`config.mk`:
```
export PLATFORM = sky130hd
export DESIGN_NAME = integer_to_ascii_radix_core
export DESIGN_NICKNAME = d
export VERILOG_FILES = /design/src/rtl/itoa_pkg.sv /design/src/rtl/itoa_ram.sv /design/src/rtl/itoa_div.sv /design/src/rtl/integer_to_ascii_radix_core.sv
export SDC_FILE = /design/constraint.sdc
export NUM_CORES = 1
export LEC_CHECK = 0
export ABC_AREA = 1
export BUFFER_PORTS_ARGS = -buffer_cell sky130_fd_sc_hd__buf_2
export CAP_MARGIN = 20
export CORE_UTILIZATION = 50
export DETAILED_ROUTE_END_ITERATION = 10
export GPL_TIMING_DRIVEN = 0
export PLACE_DENSITY = 0.67
export SYNTH_ARGS = -nofsm -noshare
export SYNTH_HDL_FRONTEND = slang
export SYNTH_SLANG_ARGS = --single-unit
```
`constraint.sdc`:
```
create_clock -name clk -period 7.8 [get_ports clk]
set_input_delay 1.17 -clock clk [delete_from_list [all_inputs] [get_ports clk]]
set_output_delay 1.17 -clock clk [all_outputs]
set_load 0.005 [all_outputs]
```
`src/rtl/itoa_pkg.sv`:
```
`timescale 1ns / 1ps

package itoa_pkg;

	localparam int VALUE_BITS  = 32;
	localparam int RADIX_BITS  = 6;
	localparam int DIGIT_BITS  = 6;
	localparam int CHAR_BITS   = 7;
	localparam int STORE_DEPTH = 32;
	localparam int PTR_BITS    = $clog2(STORE_DEPTH);

	localparam logic [RADIX_BITS-1:0] RADIX_MIN   = 6'd2;
	localparam logic [RADIX_BITS-1:0] RADIX_MAX   = 6'd36;
	localparam logic [DIGIT_BITS-1:0] DEC_MAX     = 6'd9;
	localparam logic [DIGIT_BITS-1:0] LETTER_BASE = 6'd10;
	localparam logic [CHAR_BITS-1:0]  CHAR_ZERO   = 7'd48;
	localparam logic [CHAR_BITS-1:0]  CHAR_A      = 7'd65;

	typedef struct packed {
		logic [VALUE_BITS-1:0] value;
		logic [RADIX_BITS-1:0] radix;
	} in_item_t;

	typedef struct packed {
		logic [CHAR_BITS-1:0] digit_char;
		logic                 last;
	} out_item_t;

	typedef enum logic [1:0] {
		ST_IDLE,
		ST_DIV,
		ST_READ,
		ST_SHOW
	} state_t;

	function automatic logic [CHAR_BITS-1:0] to_ascii(input logic [DIGIT_BITS-1:0] d);
		logic [CHAR_BITS-1:0] c;
		if (d > DEC_MAX) begin
			c = CHAR_A + {1'b0, d - LETTER_BASE};
		end else begin
			c = CHAR_ZERO + {1'b0, d};
		end
		return c;
	endfunction

	function automatic logic [RADIX_BITS-1:0] clamp_radix(input logic [RADIX_BITS-1:0] r);
		logic [RADIX_BITS-1:0] c;
		if (r < RADIX_MIN) begin
			c = RADIX_MIN;
		end else if (r > RADIX_MAX) begin
			c = RADIX_MAX;
		end else begin
			c = r;
		end
		return c;
	endfunction

endpackage

```
`src/rtl/itoa_ram.sv`:
```
`timescale 1ns / 1ps

module itoa_ram #(
	parameter int WIDTH = 6,
	parameter int DEPTH = 32
) (
	input  logic                     clk,
	input  logic                     we,
	input  logic [$clog2(DEPTH)-1:0] waddr,
	input  logic [WIDTH-1:0]         wdata,
	input  logic                     re,
	input  logic [$clog2(DEPTH)-1:0] raddr,
	output logic [WIDTH-1:0]         rdata
);

	logic [WIDTH-1:0] mem_q [DEPTH];

	always_ff @(posedge clk) begin
		if (we) begin
			mem_q[waddr] <= wdata;
		end
		if (re) begin
			rdata <= mem_q[raddr];
		end
	end

endmodule

```
`src/rtl/itoa_div.sv`:
```
`timescale 1ns / 1ps

// restoring divider, one quotient bit per cycle
module itoa_div #(
	parameter int W = 32
) (
	input  logic                             clk,
	input  logic                             arst_n,
	input  logic                             start,
	input  logic [W-1:0]                     dividend,
	input  logic [itoa_pkg::RADIX_BITS-1:0] divisor,
	output logic                             done,
	output logic [W-1:0]                     quotient,
	output logic [itoa_pkg::DIGIT_BITS-1:0] remainder
);

	localparam int CW = $clog2(W);

	logic [W-1:0]                    quo_q;
	logic [itoa_pkg::DIGIT_BITS-1:0] rem_q;
	logic [itoa_pkg::RADIX_BITS-1:0] div_q;
	logic [CW-1:0]                   cnt_q;
	logic                            run_q;
	logic                            done_q;

	logic [itoa_pkg::DIGIT_BITS:0]   trial;
	logic [itoa_pkg::DIGIT_BITS:0]   diff;
	logic                            ge;

	assign trial = {rem_q, quo_q[W-1]};
	assign diff  = trial - {1'b0, div_q};
	assign ge    = trial >= {1'b0, div_q};

	always_ff @(posedge clk or negedge arst_n) begin
		if (!arst_n) begin
			run_q  <= 1'b0;
			done_q <= 1'b0;
			cnt_q  <= '0;
		end else begin
			done_q <= 1'b0;
			if (start) begin
				run_q <= 1'b1;
				cnt_q <= '0;
			end else if (run_q) begin
				cnt_q <= cnt_q + 1'b1;
				if (cnt_q == CW'(W - 1)) begin
					run_q  <= 1'b0;
					done_q <= 1'b1;
				end
			end
		end
	end

	always_ff @(posedge clk) begin
		if (start) begin
			quo_q <= dividend;
			rem_q <= '0;
			div_q <= divisor;
		end else if (run_q) begin
			quo_q <= {quo_q[W-2:0], ge};
			rem_q <= ge ? diff[itoa_pkg::DIGIT_BITS-1:0] : trial[itoa_pkg::DIGIT_BITS-1:0];
		end
	end

	assign done      = done_q;
	assign quotient  = quo_q;
	assign remainder = rem_q;

endmodule

```
`src/rtl/integer_to_ascii_radix_core.sv`:
```
`timescale 1ns / 1ps
// each digit comes from one pass of the bit-serial divider (EW = min(VALUE_WIDTH, 32) bits),
// then each digit is read back from the digit store and shown on the output, where it waits on out_ready
// one item at a time: a new item is taken only after the last digit of the previous item is shown,
// as in_ready is low for the whole item
// reset: arst_n clears the sequencer and divider control, the digit store is not cleared
module integer_to_ascii_radix_core #(
	parameter int VALUE_WIDTH = 32
) (
	input  logic                clk,
	input  logic                arst_n,
	input  logic                in_valid,
	output logic                in_ready,
	input  itoa_pkg::in_item_t  in_data,
	output logic                out_valid,
	input  logic                out_ready,
	output itoa_pkg::out_item_t out_data
);

	// bits of the value that take part in the conversion
	localparam int EW = (VALUE_WIDTH < itoa_pkg::VALUE_BITS) ? VALUE_WIDTH : itoa_pkg::VALUE_BITS;
	localparam logic [itoa_pkg::PTR_BITS-1:0] PTR_LAST = itoa_pkg::PTR_BITS'(itoa_pkg::STORE_DEPTH - 1);

	itoa_pkg::state_t state_q, state_d;

	logic                            in_xfer;
	logic                            out_xfer;

	// divider hookup
	logic                            div_start;
	logic [EW-1:0]                   div_dividend;
	logic                            div_done;
	logic [EW-1:0]                   div_quo;
	logic [itoa_pkg::DIGIT_BITS-1:0] div_rem;

	// digit store hookup
	logic                            ram_we;
	logic                            ram_re;
	logic [itoa_pkg::DIGIT_BITS-1:0] ram_rdata;

	logic [itoa_pkg::RADIX_BITS-1:0] radix_q;
	logic [itoa_pkg::PTR_BITS-1:0]   wr_ptr_q;
	logic [itoa_pkg::PTR_BITS-1:0]   rd_ptr_q;

	// another digit is needed while the quotient is nonzero and the store has room
	logic                            more_digits;

	assign in_xfer     = in_valid && in_ready;
	assign out_xfer    = out_valid && out_ready;
	assign more_digits = (div_quo != '0) && (wr_ptr_q != PTR_LAST);

	// first division starts from the input, later ones from the last quotient
	assign div_dividend = (state_q == itoa_pkg::ST_IDLE) ? in_data.value[EW-1:0] : div_quo;

	itoa_div #(
		.W(EW)
	) u_div (
		.clk       (clk),
		.arst_n    (arst_n),
		.start     (div_start),
		.dividend  (div_dividend),
		.divisor   ((state_q == itoa_pkg::ST_IDLE) ? itoa_pkg::clamp_radix(in_data.radix) : radix_q),
		.done      (div_done),
		.quotient  (div_quo),
		.remainder (div_rem)
	);

	itoa_ram #(
		.WIDTH(itoa_pkg::DIGIT_BITS),
		.DEPTH(itoa_pkg::STORE_DEPTH)
	) u_store (
		.clk   (clk),
		.we    (ram_we),
		.waddr (wr_ptr_q),
		.wdata (div_rem),
		.re    (ram_re),
		.raddr (rd_ptr_q),
		.rdata (ram_rdata)
	);

	// next state
	always_comb begin
		state_d = state_q;
		unique case (state_q)
			itoa_pkg::ST_IDLE: begin
				if (in_xfer) begin
					state_d = itoa_pkg::ST_DIV;
				end
			end
			itoa_pkg::ST_DIV: begin
				if (div_done && !more_digits) begin
					state_d = itoa_pkg::ST_READ;
				end
			end
			itoa_pkg::ST_READ: begin
				state_d = itoa_pkg::ST_SHOW;
			end
			itoa_pkg::ST_SHOW: begin
				if (out_xfer) begin
					state_d = (rd_ptr_q == '0) ? itoa_pkg::ST_IDLE : itoa_pkg::ST_READ;
				end
			end
			default: begin
				state_d = itoa_pkg::ST_IDLE;
			end
		endcase
	end

	// outputs of the sequencer
	always_comb begin
		in_ready  = 1'b0;
		out_valid = 1'b0;
		div_start = 1'b0;
		ram_we    = 1'b0;
		ram_re    = 1'b0;
		unique case (state_q)
			itoa_pkg::ST_IDLE: begin
				in_ready  = 1'b1;
				div_start = in_valid;
			end
			itoa_pkg::ST_DIV: begin
				ram_we    = div_done;
				div_start = div_done && more_digits;
			end
			itoa_pkg::ST_READ: begin
				ram_re = 1'b1;
			end
			itoa_pkg::ST_SHOW: begin
				out_valid = 1'b1;
			end
			default: begin
				in_ready = 1'b0;
			end
		endcase
	end

	always_ff @(posedge clk or negedge arst_n) begin
		if (!arst_n) begin
			state_q  <= itoa_pkg::ST_IDLE;
			wr_ptr_q <= '0;
			rd_ptr_q <= '0;
		end else begin
			state_q <= state_d;
			if (in_xfer) begin
				wr_ptr_q <= '0;
			end else if (ram_we) begin
				wr_ptr_q <= wr_ptr_q + 1'b1;
				// most significant digit is the one just written
				if (!more_digits) begin
					rd_ptr_q <= wr_ptr_q;
				end
			end
			if (out_xfer && rd_ptr_q != '0) begin
				rd_ptr_q <= rd_ptr_q - 1'b1;
			end
		end
	end

	// radix held for the later divisions of the item
	always_ff @(posedge clk) begin
		if (in_xfer) begin
			radix_q <= itoa_pkg::clamp_radix(in_data.radix);
		end
	end

	// read data register holds between reads, so the shown digit stays put
	assign out_data.digit_char = itoa_pkg::to_ascii(ram_rdata);
	assign out_data.last       = (rd_ptr_q == '0);

	// busy right after an input transfer
	a_busy_after_in: assert property (@(posedge clk) disable iff (!arst_n)
		in_xfer |=> !in_ready)
		else $error("accepted a new item while converting");

	// divider finishes only while the sequencer waits on it
	a_done_in_div: assert property (@(posedge clk) disable iff (!arst_n)
		div_done |-> (state_q == itoa_pkg::ST_DIV))
		else $error("divider done outside divide phase");

	// final digit returns the block to idle
	a_last_to_idle: assert property (@(posedge clk) disable iff (!arst_n)
		(out_xfer && out_data.last) |=> in_ready)
		else $error("not idle after last digit");

	// no read of or write to the store while a digit is on display
	a_no_read_in_show: assert property (@(posedge clk) disable iff (!arst_n)
		out_valid |-> !ram_re && !ram_we)
		else $error("digit store accessed while showing a digit");

endmodule
```
# Word level (Yosys, flattened, before mapping)
# Memory sizes are Yosys's and may differ from the RTL's. A register that Yosys moved wholly into a read port is not among the register bits.
# Index checks and enable logic that the tools add are counted.
[totals]
out_inout_bits = 10
rom_bits = 0
inputBits = 42
mem_count = 1
latch_bits = 0
ramBits = 192
word_cells = 84
register_bits = 69
[op_classes]
n_addsub = 7
reduce_logical = 17
n_mul = 0
n_shift = 0
n_bitwise = 0
eq_ne = 11
mux = 34
order_cmp = 4
n_div = 0
[mem_list]
columns = ["name", "words", "width", "rd", "rd_clocked_by_memory_dff", "wr", "line_no", "rtl"]
rows = [
  ["u_store.mem_q", 32, 6, 1, 1, 1, "itoa_ram.sv:16", "logic [WIDTH-1:0] mem_q [DEPTH];"],
]
[op_table]
columns = ["cell", "count"]
rows = [
  ["two-way mux 32 bit", 3],
  ["two-way mux 5 bit", 8],
  ["nonzero test 32 bit", 1],
  ["two-way mux 6 bit", 4],
  ["two-way mux 1 bit", 12],
  ["adder 5 x 1 -> 5 bit (second input constant)", 2],
  ["two-way mux 2 bit", 4],
  ["case mux 2 bit (4 select lines)", 1],
  ["adder 6 x 6 -> 7 bit (first input constant)", 1],
  ["adder 7 x 6 -> 7 bit (first input constant)", 1],
  [">= comparator 7 x 6 -> 1 bit", 1],
  ["two-way mux 7 bit", 1],
  ["> comparator 6 x 4 -> 1 bit (second input constant)", 1],
  ["> comparator 6 bit (second input constant)", 1],
  ["logical AND 1 bit", 6],
  ["< comparator 6 x 2 -> 1 bit (second input constant)", 1],
  ["!= test 2 x 1 -> 1 bit (second input constant)", 3],
  ["!= test 2 bit (second input constant)", 3],
  ["AND reduction 3 bit", 2],
  ["nonzero test 2 bit", 3],
  ["subtractor 6 x 4 -> 6 bit (second input constant)", 1],
  ["subtractor 6 bit", 1],
  ["== test 5 bit (second input constant)", 1],
  ["zero test 5 bit", 1],
  ["9 further kinds", 10],
]

# Longest topological paths before layout
# Gate-level depths: netlist (run 1).
[depth]
word_depth = 6
mapped_depth = 12
ltp_nobuf = 12

# Cells and area by module
# From an unflattened synthesis (run 1), not the netlist that was laid out.
[unflattened]
hier_cells = 1300
hier_area_um2 = 12515.8
[by_module_without_submodules]
columns = ["module", "area_each_um2", "seq_area_each_um2", "cells_each", "instances"]
rows = [
  ["itoa_ram", 8137.8, 5945.7, 704, 1],
  ["itoa_div", 2526.2, 1436.4, 274, 1],
  ["integer_to_ascii_radix_core", 1851.8, 480.5, 322, 1],
]

# Least setup slack after synthesis (run 1)
# OpenSTA, ideal clock, no wires.
[synth_timing]
kind = "input to register"
startpoint = "input port in_valid"
endpoint = "register u_div.quo_q[0] (netlist: u_div.quotient[0]), enable pin"
n_path_buf = 0
setup_ps = 387
path_slack_ps = 5167
arrival_ps = 2247
t_required_ps = 7413
path_stages = 4
cell_sequence = "nand2_2 -> inv_1 -> o21ai_0 -> inv_1"
[synth_via]
elab_chain_len = 3
elab_cells_between_ends = 4
cone_classes = "eq/ne: 1; mux: 1; reduce/logical: 2"
[synth_rtl]
columns = ["element", "line_no", "rtl"]
rows = [
  ["start: declaration", "integer_to_ascii_radix_core.sv:12", "input logic in_valid,"],
  ["case mux 1 bit (2 select lines) *", "integer_to_ascii_radix_core.sv:116", "unique case (state_q)"],
  ["!= test 2 x 1 -> 1 bit (no line) / nonzero test 2 bit (equally long branches)", "n/a", ""],
  ["AND reduction 2 bit (no line) *", "n/a", ""],
  ["end signal: assignment", "itoa_div.sv:56", "quo_q <= dividend;"],
  ["end signal: assignment", "itoa_div.sv:60", "quo_q <= {quo_q[W-2:0], ge};"],
  ["end: declaration", "itoa_div.sv:19", "logic [W-1:0] quo_q;"],
]
# Mark *: on every way between the ends. The rest lies on a longest branch, timed or not.
# A chain may end at the register's enable or synchronous reset.

==> metrics.md, run 1 <==
| Metric | Value |
|---|---|
| Status | `finished clean` |
| P&R area growth vs syn | `14.2%` |
| Number of flops mapped to enable cells by yosys | `242` |
| Slew HR | `about a third` |
| Global-route wire length before repair | `44.7 mm` |
| PwrDens | `313 nW/um2` |
| Final setup margin | `approximately 4.4 ns` |
| Hpwl dp | `19.3 mm` |
| Clock sinks | `about 270` |
| Max-slew violations | `0` |
| WL/cell | `18.3 um` |
| Final Critical Period | `3.40 ns` |
| Comb power frac | `between 10% and 20%` |
| CP max stage cell | `edfxtp_1` |
| Area occupied by multi-input gates | `3620 um2` |
| Fillcell total | `1,969` |
| Largest net degree at the start of global routing | `37` |
| Critical path peak fanout | `8` |
| Synth Net Count | `approximately 1,200` |
| CP startpoint kind | `register` |
| Row count | `between 50 and 60` |
| Worst path most repeated cell | `inv_1` |
| Synth area leaders | `edfxtp_1 (60%), nand2_1 (7.2%), nor2_1 (5.5%)` |
| Worst Path Arrival | `between 2 and 2.5 ns` |
| Worst-Margin Slew | `between 0.9 and 1 ns` |
| CTS buffer count | `29` |
| Final hold violation count | `0` |
| DR iter-0 viols | `between 600 and 700` |
| WL final | `about 29 mm` |
| CP Cell Sequence | `inv_1 -> ha_1 -> inv_1 -> o21ai_1 -> nand2_1 -> o21ai_2 -> inv_1 -> or2_0 -> nand2_1 -> buf_2` |
| R2r worst-path depth | `10` |
| Initial Utilization | `between 50 and 60%` |
| H-tree Lvls | `1` |
| Int Power | `between 3000 and 4000 uW` |
| Largest area contributor in the synthesized netlist | `edfxtp_1` |
| CP endpoint kind | `output pin` |
| DR vias | `8,546` |
| First-pass DRT Iterations | `5` |
| Setup bufs post-CTS | `0` |
| IO buf count | `51` |
| Vias in the first global route | `a little over 8,000` |
| DR DRC count | `0` |
| Layout Nets | `between 1,000 and 1,500` |
| Post-DRT Antenna Nets | `0` |
| Area of the die | `~25,000 um2` |
| FF-to-FF End | `u_div.quotient[15]$_DFFE_PP_` |
| Fin Hold WS | `about 0.52 ns` |
| Total negative slack | `0 ns` |
| CP Launch Point | `u_store.rdata[1]$_DFFE_PP_` |
| Slowest stage delay, CP | `~0.40 ns` |
| CP endpoint | `out_data[6]` |
| Die X | `~160 um` |
| Sequential-to-total area share from yosys stat | `around 65%` |
| Main synth FF type | `edfxtp_1` |
| Synthesized cell area | `about 12,000 um2` |
| Async SR Flop Fraction | `7.12%` |
| Setup slack at placement | `~4.9 ns` |
| WS Path Type | `reg -> out` |
| Latest clock arrival within the worst-skew pair | `approximately 0.55 ns` |
| FF/Latch Area | `between 7000 and 8000 um2` |
| Share of the clock period used by the worst path | `43.5%` |
| Layout cells sized above 1 | `12.2%` |
| Top-area cell type share of the netlist area | `around three fifths` |
| Sequential share of power | `50.1%` |
| Clock Path Buffers | `3` |
| Min-delay worst type | `reg -> reg` |
| Ports | `between 50 and 60` |
| Setup-failing EPs final | `0` |
| Reg clk slew, reported paths | `around 0.060 ns` |
| Max rail drop VDD | `approximately 310 uV` |
| GP Congestion | `between 0.9 and 1` |
| Cell variety after synth | `39` |
| Cells after synthesis | `1,145` |
| P_leak | `approximately 0.0054 uW` |
| Most frequent cells after synthesis | `edfxtp_1 (242), nand2_1 (232), nor2_1 (177), nand3_1 (95), o21ai_0 (91)` |
| R2R setup slack | `~5.1 ns` |
| Clock network power share | `roughly 34%` |
| Net Sw Power | `about 1200 uW` |
| Skew final | `0.0158 ns` |
| Fin util | `between 50% and 60%` |
| CTS tree | `built` |
| Die height | `158 um` |
| Post-CTS resize count | `0` |
| Overall Global Routing Usage | `24.0%` |
| N_diodes | `0` |
| Clk root buf | `clkbuf_16` |
| Worst r2r src | `wr_ptr_q[2]$_DFFE_PN0P_` |
| Post-synthesis register bit count | `roughly 270` |
| Mean Syn Cell Area | `between 10 and 15 um2` |
| Required @ worst endpoint | `approximately 6.6 ns` |
| Post-CTS Hold Buffers | `0` |
| Warnings from Yosys | `0` |
| Switch share | `approximately 28%` |
| Drt via density | `between 5 and 6` |
| Top-count cell post-synth | `edfxtp_1` |
| MaxCap Viol Count | `0` |
| Fmax | `slightly below 300 MHz` |
| Core footprint | `between 20,000 and 25,000 um2` |
| Antenna violations before repair | `0` |
| RSZ-0062 raised after global routing | `false` |
| Overflow after GRT | `0` |
==> placed cells by master, fill, tap and decap left out, types with 8 or more instances in the layout <==
cell       instances
edfxtp_1         242
nand2_1          232
nor2_1           177
nand3_1           95
o21ai_0           91
inv_1             68
buf_2             67
clkbuf_16         29
o211ai_1          26
clkbuf_1          23
a21oi_1           23
ha_1              21
o21ai_1           20
dfrtp_1           19
buf_6             16
o22ai_1           12
xor2_1             8
==> worst max-delay path: cells and delay by family, from the launching register on <==
family	cells	cell delay, ns
buffers and inverters	4	0.46
AOI/OAI and AO/OA	2	0.27
adders and majority gates	1	0.19
and+or+nand+nor	3	0.36
DFF	1	0.40
==> cell families (layout without fill, tap and decap cells) <==
kind of cell | Yosys count | after routing | share of synthesized area (%)
and+or+nand+nor | 537 | 537 | 18.5
DFF | 267 | 267 | 64.9
xor gates and xnor gates | 14 | 14 | 1.01
buffers and inverters | 128 | 234 | 5.25
AOI/OAI and AO/OA | 177 | 177 | 8.05
adders and majority gates | 22 | 22 | 2.33
==> metal layers <==
layer | up-vias | global-route usage, % | wire [um]
met3 | 61 | 4.19 | 2110
li1 | 4124 | - | -
met2 | 329 | 40.0 | 13700
met1 | 4032 | 31.6 | 12000
met5 | - | 0 | 0
met4 | 0 | 8.41 | 870
==> per-stage QoR <==
| stage | instance area [um2] | cells | total power (uW) |
|---|---|---|---|
| after global routing | 13800 | 1570 | 4540 |
| after detailed placement | 12800 | 1518 | 2910 |
| final | 13800 | 1570 | 4330 |
| after floorplan | 12100 | 1145 | 2580 |
| after global placement | 12800 | 1515 | 2860 |
| after CTS | 13800 | 1570 | 4360 |
==> final cells by class <==
| type | count | area share (%) |
|---|---|---|
| plain buffers | 54 | 2.56 |
| clock buffers | 35 | 5.40 |
| clock inverters | 17 | 1.89 |
| inverters | 74 | 2.04 |
| multi-input cells | 750 | 26.1 |
| flip-flops and latches | 267 | 56.8 |
| well taps | 319 | 2.88 |
| repair buffers | 54 | 2.26 |
==> registers in the layout, summed over array words and instances (netlist names) <==
| register | cells |
|---|---|
| u_store.mem_q | 192 |
| u_div.quotient | 32 |
| radix_q | 6 |
| u_div.div_q | 6 |
| u_div.remainder | 6 |
| u_store.rdata | 6 |
| rd_ptr_q | 5 |
| u_div.cnt_q | 5 |
| wr_ptr_q | 5 |
| state_q | 2 |
| u_div.done | 1 |
| u_div.run_q | 1 |
==> power by group through the flow <==
stage	clock network [uW]	registers, uW	logic (uW)
after global routing	1520	2200	823
after global placement	0	2220	645
after floorplan	0	2070	504
final	1460	2170	706
after detailed placement	0	2200	707
after CTS	1470	2170	713
==> how the worst min path moves through the flow <==
stage | from | end | slack (ns) | cells after the start
finish | radix_q[5]$_DFFE_PP_ | u_div.div_q[5]$_DFFE_PP_ | 0.52 | 2
detailed placement | radix_q[4]$_DFFE_PP_ | u_div.div_q[4]$_DFFE_PP_ | 0.51 | 2
global placement | radix_q[4]$_DFFE_PP_ | u_div.div_q[4]$_DFFE_PP_ | 0.50 | 2
CTS | radix_q[4]$_DFFE_PP_ | u_div.div_q[4]$_DFFE_PP_ | 0.52 | 2
floorplan | radix_q[5]$_DFFE_PP_ | u_div.div_q[5]$_DFFE_PP_ | 0.49 | 2
global route | radix_q[3]$_DFFE_PP_ | u_div.div_q[3]$_DFFE_PP_ | 0.55 | 2
Note: power is estimated with default switching activity, not from simulation.
==> run 2, diff against run 1 <==
==> constraint.sdc (replaced) <==
create_clock -name clk -period 3.5 [get_ports clk]
set_input_delay 0.525 -clock clk [delete_from_list [all_inputs] [get_ports clk]]
set_output_delay 0.525 -clock clk [all_outputs]
set_load 0.005 [all_outputs]
==> run 2 against run 1 <==
Net effect: worst setup slack lost 3.7 ns; sequential power grew 120%; total power grew 120%; sequential cell count is the same; global-route usage is essentially flat; via count shrank 0.28%; critical endpoint is now u_div.quotient[15]$_DFFE_PP_.
==> metrics.md, run 2 (synthesized netlist as in run 1, its figures left out) <==
| Metric | Value |
|---|---|
| WL/cell | `18.3 um (about the same)` |
| Largest net degree at the start of global routing | `37 (unchanged)` |
| CP endpoint kind | `register (was output pin)` |
| Drt via density | `5.42 (was 5.44)` |
| DR iter-0 viols | `679 (was 668)` |
| Overall Global Routing Usage | `24.0% (about the same)` |
| Max-slew violations | `0 (unchanged)` |
| Row count | `56 (unchanged)` |
| Layout cells sized above 1 | `12.2% (about the same)` |
| H-tree Lvls | `1 (unchanged)` |
| Most flops, register | `u_store.mem_q (unchanged)` |
| Min-delay worst type | `in -> reg (was reg -> reg)` |
| PwrDens | `697 nW/um2 (was 313 nW/um2)` |
| Setup-failing EPs final | `0 (unchanged)` |
| Ports | `52 (unchanged)` |
| Comb power frac | `16.3% (about the same)` |
| Share of the clock period used by the worst path | `between 70% and 80%` |
| Area of the die | `24,900 um2 (unchanged)` |
| CP Cell Sequence | `clkbuf_1 -> inv_1 -> nor3_1 -> ha_1 -> inv_1 -> nand3_4 -> buf_2 -> o21ai_0 -> inv_1 -> buf_16 (was inv_1 -> ha_1 -> inv_1 -> o21ai_1 -> nand2_1 -> o21ai_2 -> inv_1 -> or2_0 -> nand2_1 -> buf_2)` |
| P&R area growth vs syn | `14.3% (was 14.2%)` |
| Worst-Margin Slew | `1.01 ns (was 0.982 ns)` |
| Fmax | `362 MHz` |
| Slowest stage delay, CP | `0.43 ns (was 0.40 ns)` |
| Required @ worst endpoint | `3.76 ns (was 6.63 ns)` |
| Int Power | `6920 uW (was 3110 uW)` |
| FF/Latch Area | `7870 um2 (unchanged)` |
| Latest clock arrival within the worst-skew pair | `0.55 ns (about the same)` |
| WS Path Type | `reg -> reg (was reg -> out)` |
| GP Congestion | `0.941 (unchanged)` |
| Worst path most repeated cell | `inv_1 (unchanged)` |
| CP max stage cell | `inv_1 (was edfxtp_1)` |
| Net Sw Power | `2730 uW (was 1230 uW)` |
| Overflow after GRT | `0 (unchanged)` |
| Commonest non-fill, non-tap cell in the layout | `edfxtp_1 (unchanged)` |
| Die X | `158 um (unchanged)` |
| Switch share | `28.3% (about the same)` |
| First-pass DRT Iterations | `5 (unchanged)` |
| Dpl cell area | `12,800 um2 (unchanged)` |
| P_leak | `0.00540 uW (was 0.00539 uW)` |
| Post-DRT Antenna Nets | `0 (unchanged)` |
| DR vias | `8,522 (was 8,546)` |
| Clk root buf | `clkbuf_16 (unchanged)` |
| Clock Path Buffers | `3 (unchanged)` |
| Area occupied by multi-input gates | `3620 um2 (unchanged)` |
| Final hold violation count | `0 (unchanged)` |
| Global-route wire length before repair | `44.7 mm (about the same)` |
| Max rail drop VDD | `691 uV (was 311 uV)` |
| Post-CTS Hold Buffers | `1 (was 0)` |
| Skew final | `0.0155 ns (was 0.0158 ns)` |
| Critical path peak fanout | `21 (was 8)` |
| Clock network power share | `33.6% (was 33.7%)` |
| Fillcell total | `1,968 (was 1,969)` |
| RSZ-0062 raised after global routing | `false (unchanged)` |
| Slew HR | `32.3% (was 34.5%)` |
| Hpwl dp | `19.3 mm (unchanged)` |
| Core footprint | `23,600 um2 (unchanged)` |
| Vias in the first global route | `8,314 (was 8,302)` |
| CP startpoint kind | `register (unchanged)` |
| Commonest cells after routing, fill and taps aside | `edfxtp_1 (242), nand2_1 (232), nor2_1 (177) (unchanged)` |
| Status | `finished clean (unchanged)` |
| Total negative slack | `0 ns (unchanged)` |
| Die height | `158 um (unchanged)` |
| MaxCap Viol Count | `0 (unchanged)` |
| Worst Path Arrival | `3.02 ns (was 2.23 ns)` |
| DR DRC count | `0 (unchanged)` |
| Layout Nets | `1,295 (was 1,294)` |
| Fin area | `13,900 um2 (was 13,800 um2)` |
| CTS tree | `built (unchanged)` |
| Sequential share of power | `50.0% (was 50.1%)` |
| Final Critical Period | `2.76 ns` |
| N_diodes | `0 (unchanged)` |
| CTS buffer count | `29 (unchanged)` |
| Clock sinks | `267 (unchanged)` |
| Setup bufs post-CTS | `0 (unchanged)` |
| Reg clk slew, reported paths | `0.06 ns (about the same)` |
| WL final | `28.7 mm (about the same)` |
| Antenna violations before repair | `0 (unchanged)` |
| IO buf count | `51 (unchanged)` |
| Initial Utilization | `51.3% (unchanged)` |
| Max reg flops | `192 (unchanged)` |
| Post-CTS resize count | `0 (unchanged)` |
[run 2: worst max-delay path: cells and delay by family, from the launching register on]
kind	cells	cell delay [ns]
DFF	1	0.32
and+or+nand+nor	2	0.37
adders and majority gates	1	0.19
AOI/OAI and AO/OA	1	0.11
buffers and inverters	6	1.47
[run 2: layer usage]
layer  up-vias  track usage [%]  wire length [um]
met1      4035             31.6             12100
li1       4122                -                 -
met5         -                0                 0
met4         0             8.41               928
met2       298             40.1             13600
met3        67             4.19              2050
[run 2: power by group through the flow]
stage	Clock, uW	Sequential, uW	Combinational, uW
3_5_place_dp	0	4900	1580
6_report	3250	4830	1580
5_1_grt	3400	4890	1830
3_3_place_gp	0	4940	1440
2_1_floorplan	0	4620	1120
4_1_cts	3280	4840	1590
[run 2: final timing paths]
check	startpoint	end	slack [ns]	depth (start not counted)
min reg2reg	radix_q[4]$_DFFE_PP_	u_div.div_q[4]$_DFFE_PP_	0.52	2
min	in_data[32]	u_div.quotient[26]$_DFFE_PP_	0.23	3
max in group asynchronous	arst_n	rd_ptr_q[0]$_DFFE_PN0P_	2.72	2
max reg2reg	wr_ptr_q[2]$_DFFE_PN0P_	u_div.quotient[15]$_DFFE_PP_	0.74	10
min in group asynchronous	arst_n	u_div.cnt_q[3]$_DFFE_PN0P_	0.46	2
max	wr_ptr_q[2]$_DFFE_PN0P_	u_div.quotient[15]$_DFFE_PP_	0.74	10
[run 2: per-stage QoR]
| step | worst slack [ns] | hold slack, ns | std cells | power (uW) | util (%) |
|---|---|---|---|---|---|
| floorplan | 0.994 | 0.229 | 1145 | 5750 | - |
| global placement | 0.470 | 0.499 | 1515 | 6380 | 54.1 |
| finish | 0.739 | 0.234 | 1571 | 9660 | 58.7 |
| CTS | 0.722 | 0.218 | 1571 | 9710 | 58.7 |
| global route | 0.460 | 0.240 | 1571 | 10100 | 58.7 |
| detailed placement | 0.763 | 0.504 | 1518 | 6480 | 54.4 |
[run 2: area by class of cell]
cell class	count	share of cell area, %
buffer	54	2.56
clock buffer	35	5.40
clock inverter	17	1.89
inverter	74	2.04
multi-input combinational	750	26.1
sequential	267	56.8
tap	319	2.88
timing repair buffer	55	2.33
==> run 3, diff against run 2 <==
==> constraint.sdc (replaced) <==
create_clock -name clk -period 2.79 [get_ports clk]
set_input_delay 0.4185 -clock clk [delete_from_list [all_inputs] [get_ports clk]]
set_output_delay 0.4185 -clock clk [all_outputs]
set_load 0.005 [all_outputs]
==> run 3 against run 2 <==
Net effect: clock power increased by 25%; clock-buffer cell count unchanged; worst setup slack got worse by 0.56 ns; critical endpoint is now out_data[0]; critical path depth decreased by 3; die area unchanged; combinational power increased by 25%; core utilization about the same; largest cell class unchanged; design area about the same; total power increased by 25%.
==> metrics.md, run 3 (synthesized netlist as in run 1, its figures left out) <==
| Metric | Value |
|---|---|
| Global-route wire length before repair | `44.7 mm (unchanged)` |
| CP top delay family | `buffers and inverters (unchanged)` |
| H-tree Lvls | `1 (unchanged)` |
| Die height | `158 um (unchanged)` |
| Ports | `52 (unchanged)` |
| Final Critical Period | `between 2 and 3 ns` |
| Worst Path Arrival | `2.19 ns (was 3.02 ns)` |
| Min-delay worst type | `in -> reg (unchanged)` |
| Core footprint | `23,600 um2 (unchanged)` |
| Clock Path Buffers | `3 (unchanged)` |
| CP Cell Sequence | `inv_2 -> buf_6 -> buf_2 -> ha_1 -> nand3_1 -> inv_1 -> buf_2 (was clkbuf_1 -> inv_1 -> nor3_1 -> ha_1 -> inv_1 -> nand3_4 -> buf_2 -> o21ai_0 -> inv_1 -> buf_16)` |
| Clock sinks | `267 (unchanged)` |
| RSZ-0062 raised after global routing | `false (unchanged)` |
| Most flops, register | `u_store.mem_q (unchanged)` |
| CP endpoint kind | `output pin (was register)` |
| Overflow after GRT | `0 (unchanged)` |
| Reg clk slew, reported paths | `0.06 ns (about the same)` |
| Largest net degree at the start of global routing | `37 (unchanged)` |
| WL final | `28.7 mm (about the same)` |
| Layout cells sized above 1 | `12.4% (was 12.2%)` |
| CTS tree | `built (unchanged)` |
| MaxCap Viol Count | `0 (unchanged)` |
| Setup-failing EPs final | `0 (unchanged)` |
| GP Congestion | `0.941 (unchanged)` |
| Latest clock arrival within the worst-skew pair | `0.55 ns (about the same)` |
| Commonest non-fill, non-tap cell in the layout | `edfxtp_1 (unchanged)` |
| Final hold violation count | `0 (unchanged)` |
| N_diodes | `0 (unchanged)` |
| Overall Global Routing Usage | `24.0% (unchanged)` |
| P_leak | `0.00539 uW (was 0.00540 uW)` |
| Status | `finished clean (unchanged)` |
| Antenna violations before repair | `0 (unchanged)` |
| Post-DRT Antenna Nets | `0 (unchanged)` |
| Required @ worst endpoint | `2.37 ns (was 3.76 ns)` |
| Area of the die | `24,900 um2 (unchanged)` |
| Fmax | `383 MHz` |
| Worst-Margin Slew | `1.02 ns (was 1.01 ns)` |
| WS Path Type | `reg -> out (was reg -> reg)` |
| Commonest cells after routing, fill and taps aside | `edfxtp_1 (242), nand2_1 (232), nor2_1 (177) (unchanged)` |
| First-pass DRT Iterations | `6 (was 5)` |
| Max-slew violations | `0 (unchanged)` |
| Max reg flops | `192 (unchanged)` |
| Share of the clock period used by the worst path | `93.5%` |
| P&R area growth vs syn | `14.3% (about the same)` |
| IO buf count | `51 (unchanged)` |
| Slowest stage delay, CP | `0.46 ns (was 0.43 ns)` |
| Layout Nets | `1,293 (was 1,295)` |
| DR vias | `8,510 (was 8,522)` |
| Fin util | `58.6% (was 58.7%)` |
| Slew HR | `32.2% (was 32.3%)` |
| Worst path most repeated cell | `buf_2 (was inv_1)` |
| Finished Layout Cells | `1,569 (was 1,571)` |
| Vias in the first global route | `8,314 (unchanged)` |
| PwrDens | `875 nW/um2 (was 697 nW/um2)` |
| Initial Utilization | `51.3% (unchanged)` |
| Fin Hold WS | `0.129 ns (was 0.234 ns)` |
| Clk root buf | `clkbuf_16 (unchanged)` |
| Crit path buf inv count | `5 (was 6)` |
| Row count | `56 (unchanged)` |
| WL/cell | `18.3 um (about the same)` |
| CP max stage cell | `dfrtp_1 (was inv_1)` |
| CTS buffer count | `29 (unchanged)` |
| Placed Cells | `1,518 (unchanged)` |
| Max rail drop VDD | `871 uV (was 691 uV)` |
| DR iter-0 viols | `713 (was 679)` |
| Die X | `158 um (unchanged)` |
| Skew final | `0.0143 ns (was 0.0155 ns)` |
| Fillcell total | `1,967 (was 1,968)` |
| Drt via density | `5.42 (about the same)` |
| Critical path peak fanout | `11 (was 21)` |
| CP startpoint kind | `register (unchanged)` |
| Hpwl dp | `19.3 mm (unchanged)` |
| DR DRC count | `0 (unchanged)` |
-- run 3: cell type report --
type | count | area, um2 | area share [%]
flip-flops and latches | 267 | 7870 | 56.8
multi-input cells | 750 | 3620 | 26.1
clock buffers | 35 | 748 | 5.40
well taps | 319 | 399 | 2.88
plain buffers | 52 | 347 | 2.50
repair buffers | 55 | 323 | 2.33
inverters | 74 | 283 | 2.04
clock inverters | 17 | 262 | 1.89
-- run 3: path summary, 6_finish.rpt --
path / endpoint / start / cells after the start / slack, ns
hold reg to reg: u_div.div_q[5]$_DFFE_PP_ / radix_q[5]$_DFFE_PP_ / 2 / 0.52
setup reg to reg: u_div.quotient[15]$_DFFE_PP_ / wr_ptr_q[2]$_DFFE_PN0P_ / 9 / 0.35
setup / recovery: out_data[0] / rd_ptr_q[0]$_DFFE_PN0P_ / 7 / 0.18
max in group asynchronous: rd_ptr_q[0]$_DFFE_PN0P_ / arst_n / 2 / 2.11
min in group asynchronous: u_div.cnt_q[3]$_DFFE_PN0P_ / arst_n / 2 / 0.35
hold / removal: u_div.quotient[26]$_DFFE_PP_ / in_data[32] / 3 / 0.13
-- run 3: power by group --
part / switching, uW / internal (uW) / leakage, uW
registers: 722 / 5350 / 0.00254
logic: 1180 / 795 / 0.00236
clock network: 1530 / 2540 / 0.000490
-- run 3: routing by layer --
layer	vias up	global-route usage, %	wire length, um	share of wire, %
met3	59	4.19	2120	7.4
met5	-	0	0	0
met4	0	8.41	850	3.0
met1	4027	31.6	12000	42
li1	4122	-	-	-
met2	302	40.1	13800	48
-- run 3: through the flow --
stage / power, uW / instance area (um2) / worst slack, ns / setup TNS (ns)
after floorplan: 7210 / 12100 / 0.284 / 0
after global placement: 8000 / 12800 / -0.240 / -7.97
after detailed placement: 8120 / 12800 / 0.0532 / 0
after CTS: 12200 / 13900 / 0.0417 / 0
after global routing: 12700 / 13800 / 0.0125 / 0
final: 12100 / 13800 / 0.181 / 0
-- run 3: worst min-delay path, stage by stage --
cell and delay (ns):
buf_2 0.07, nand2_1 0.04, nand2_1 0.04
-- run 3: repair_timing --
action                     CTS  global route
gates resized for setup      0             2
hold endpoints to repair    19             0
setup buffers                0             0
hold buffers                 1             0
setup endpoints to repair    0            33
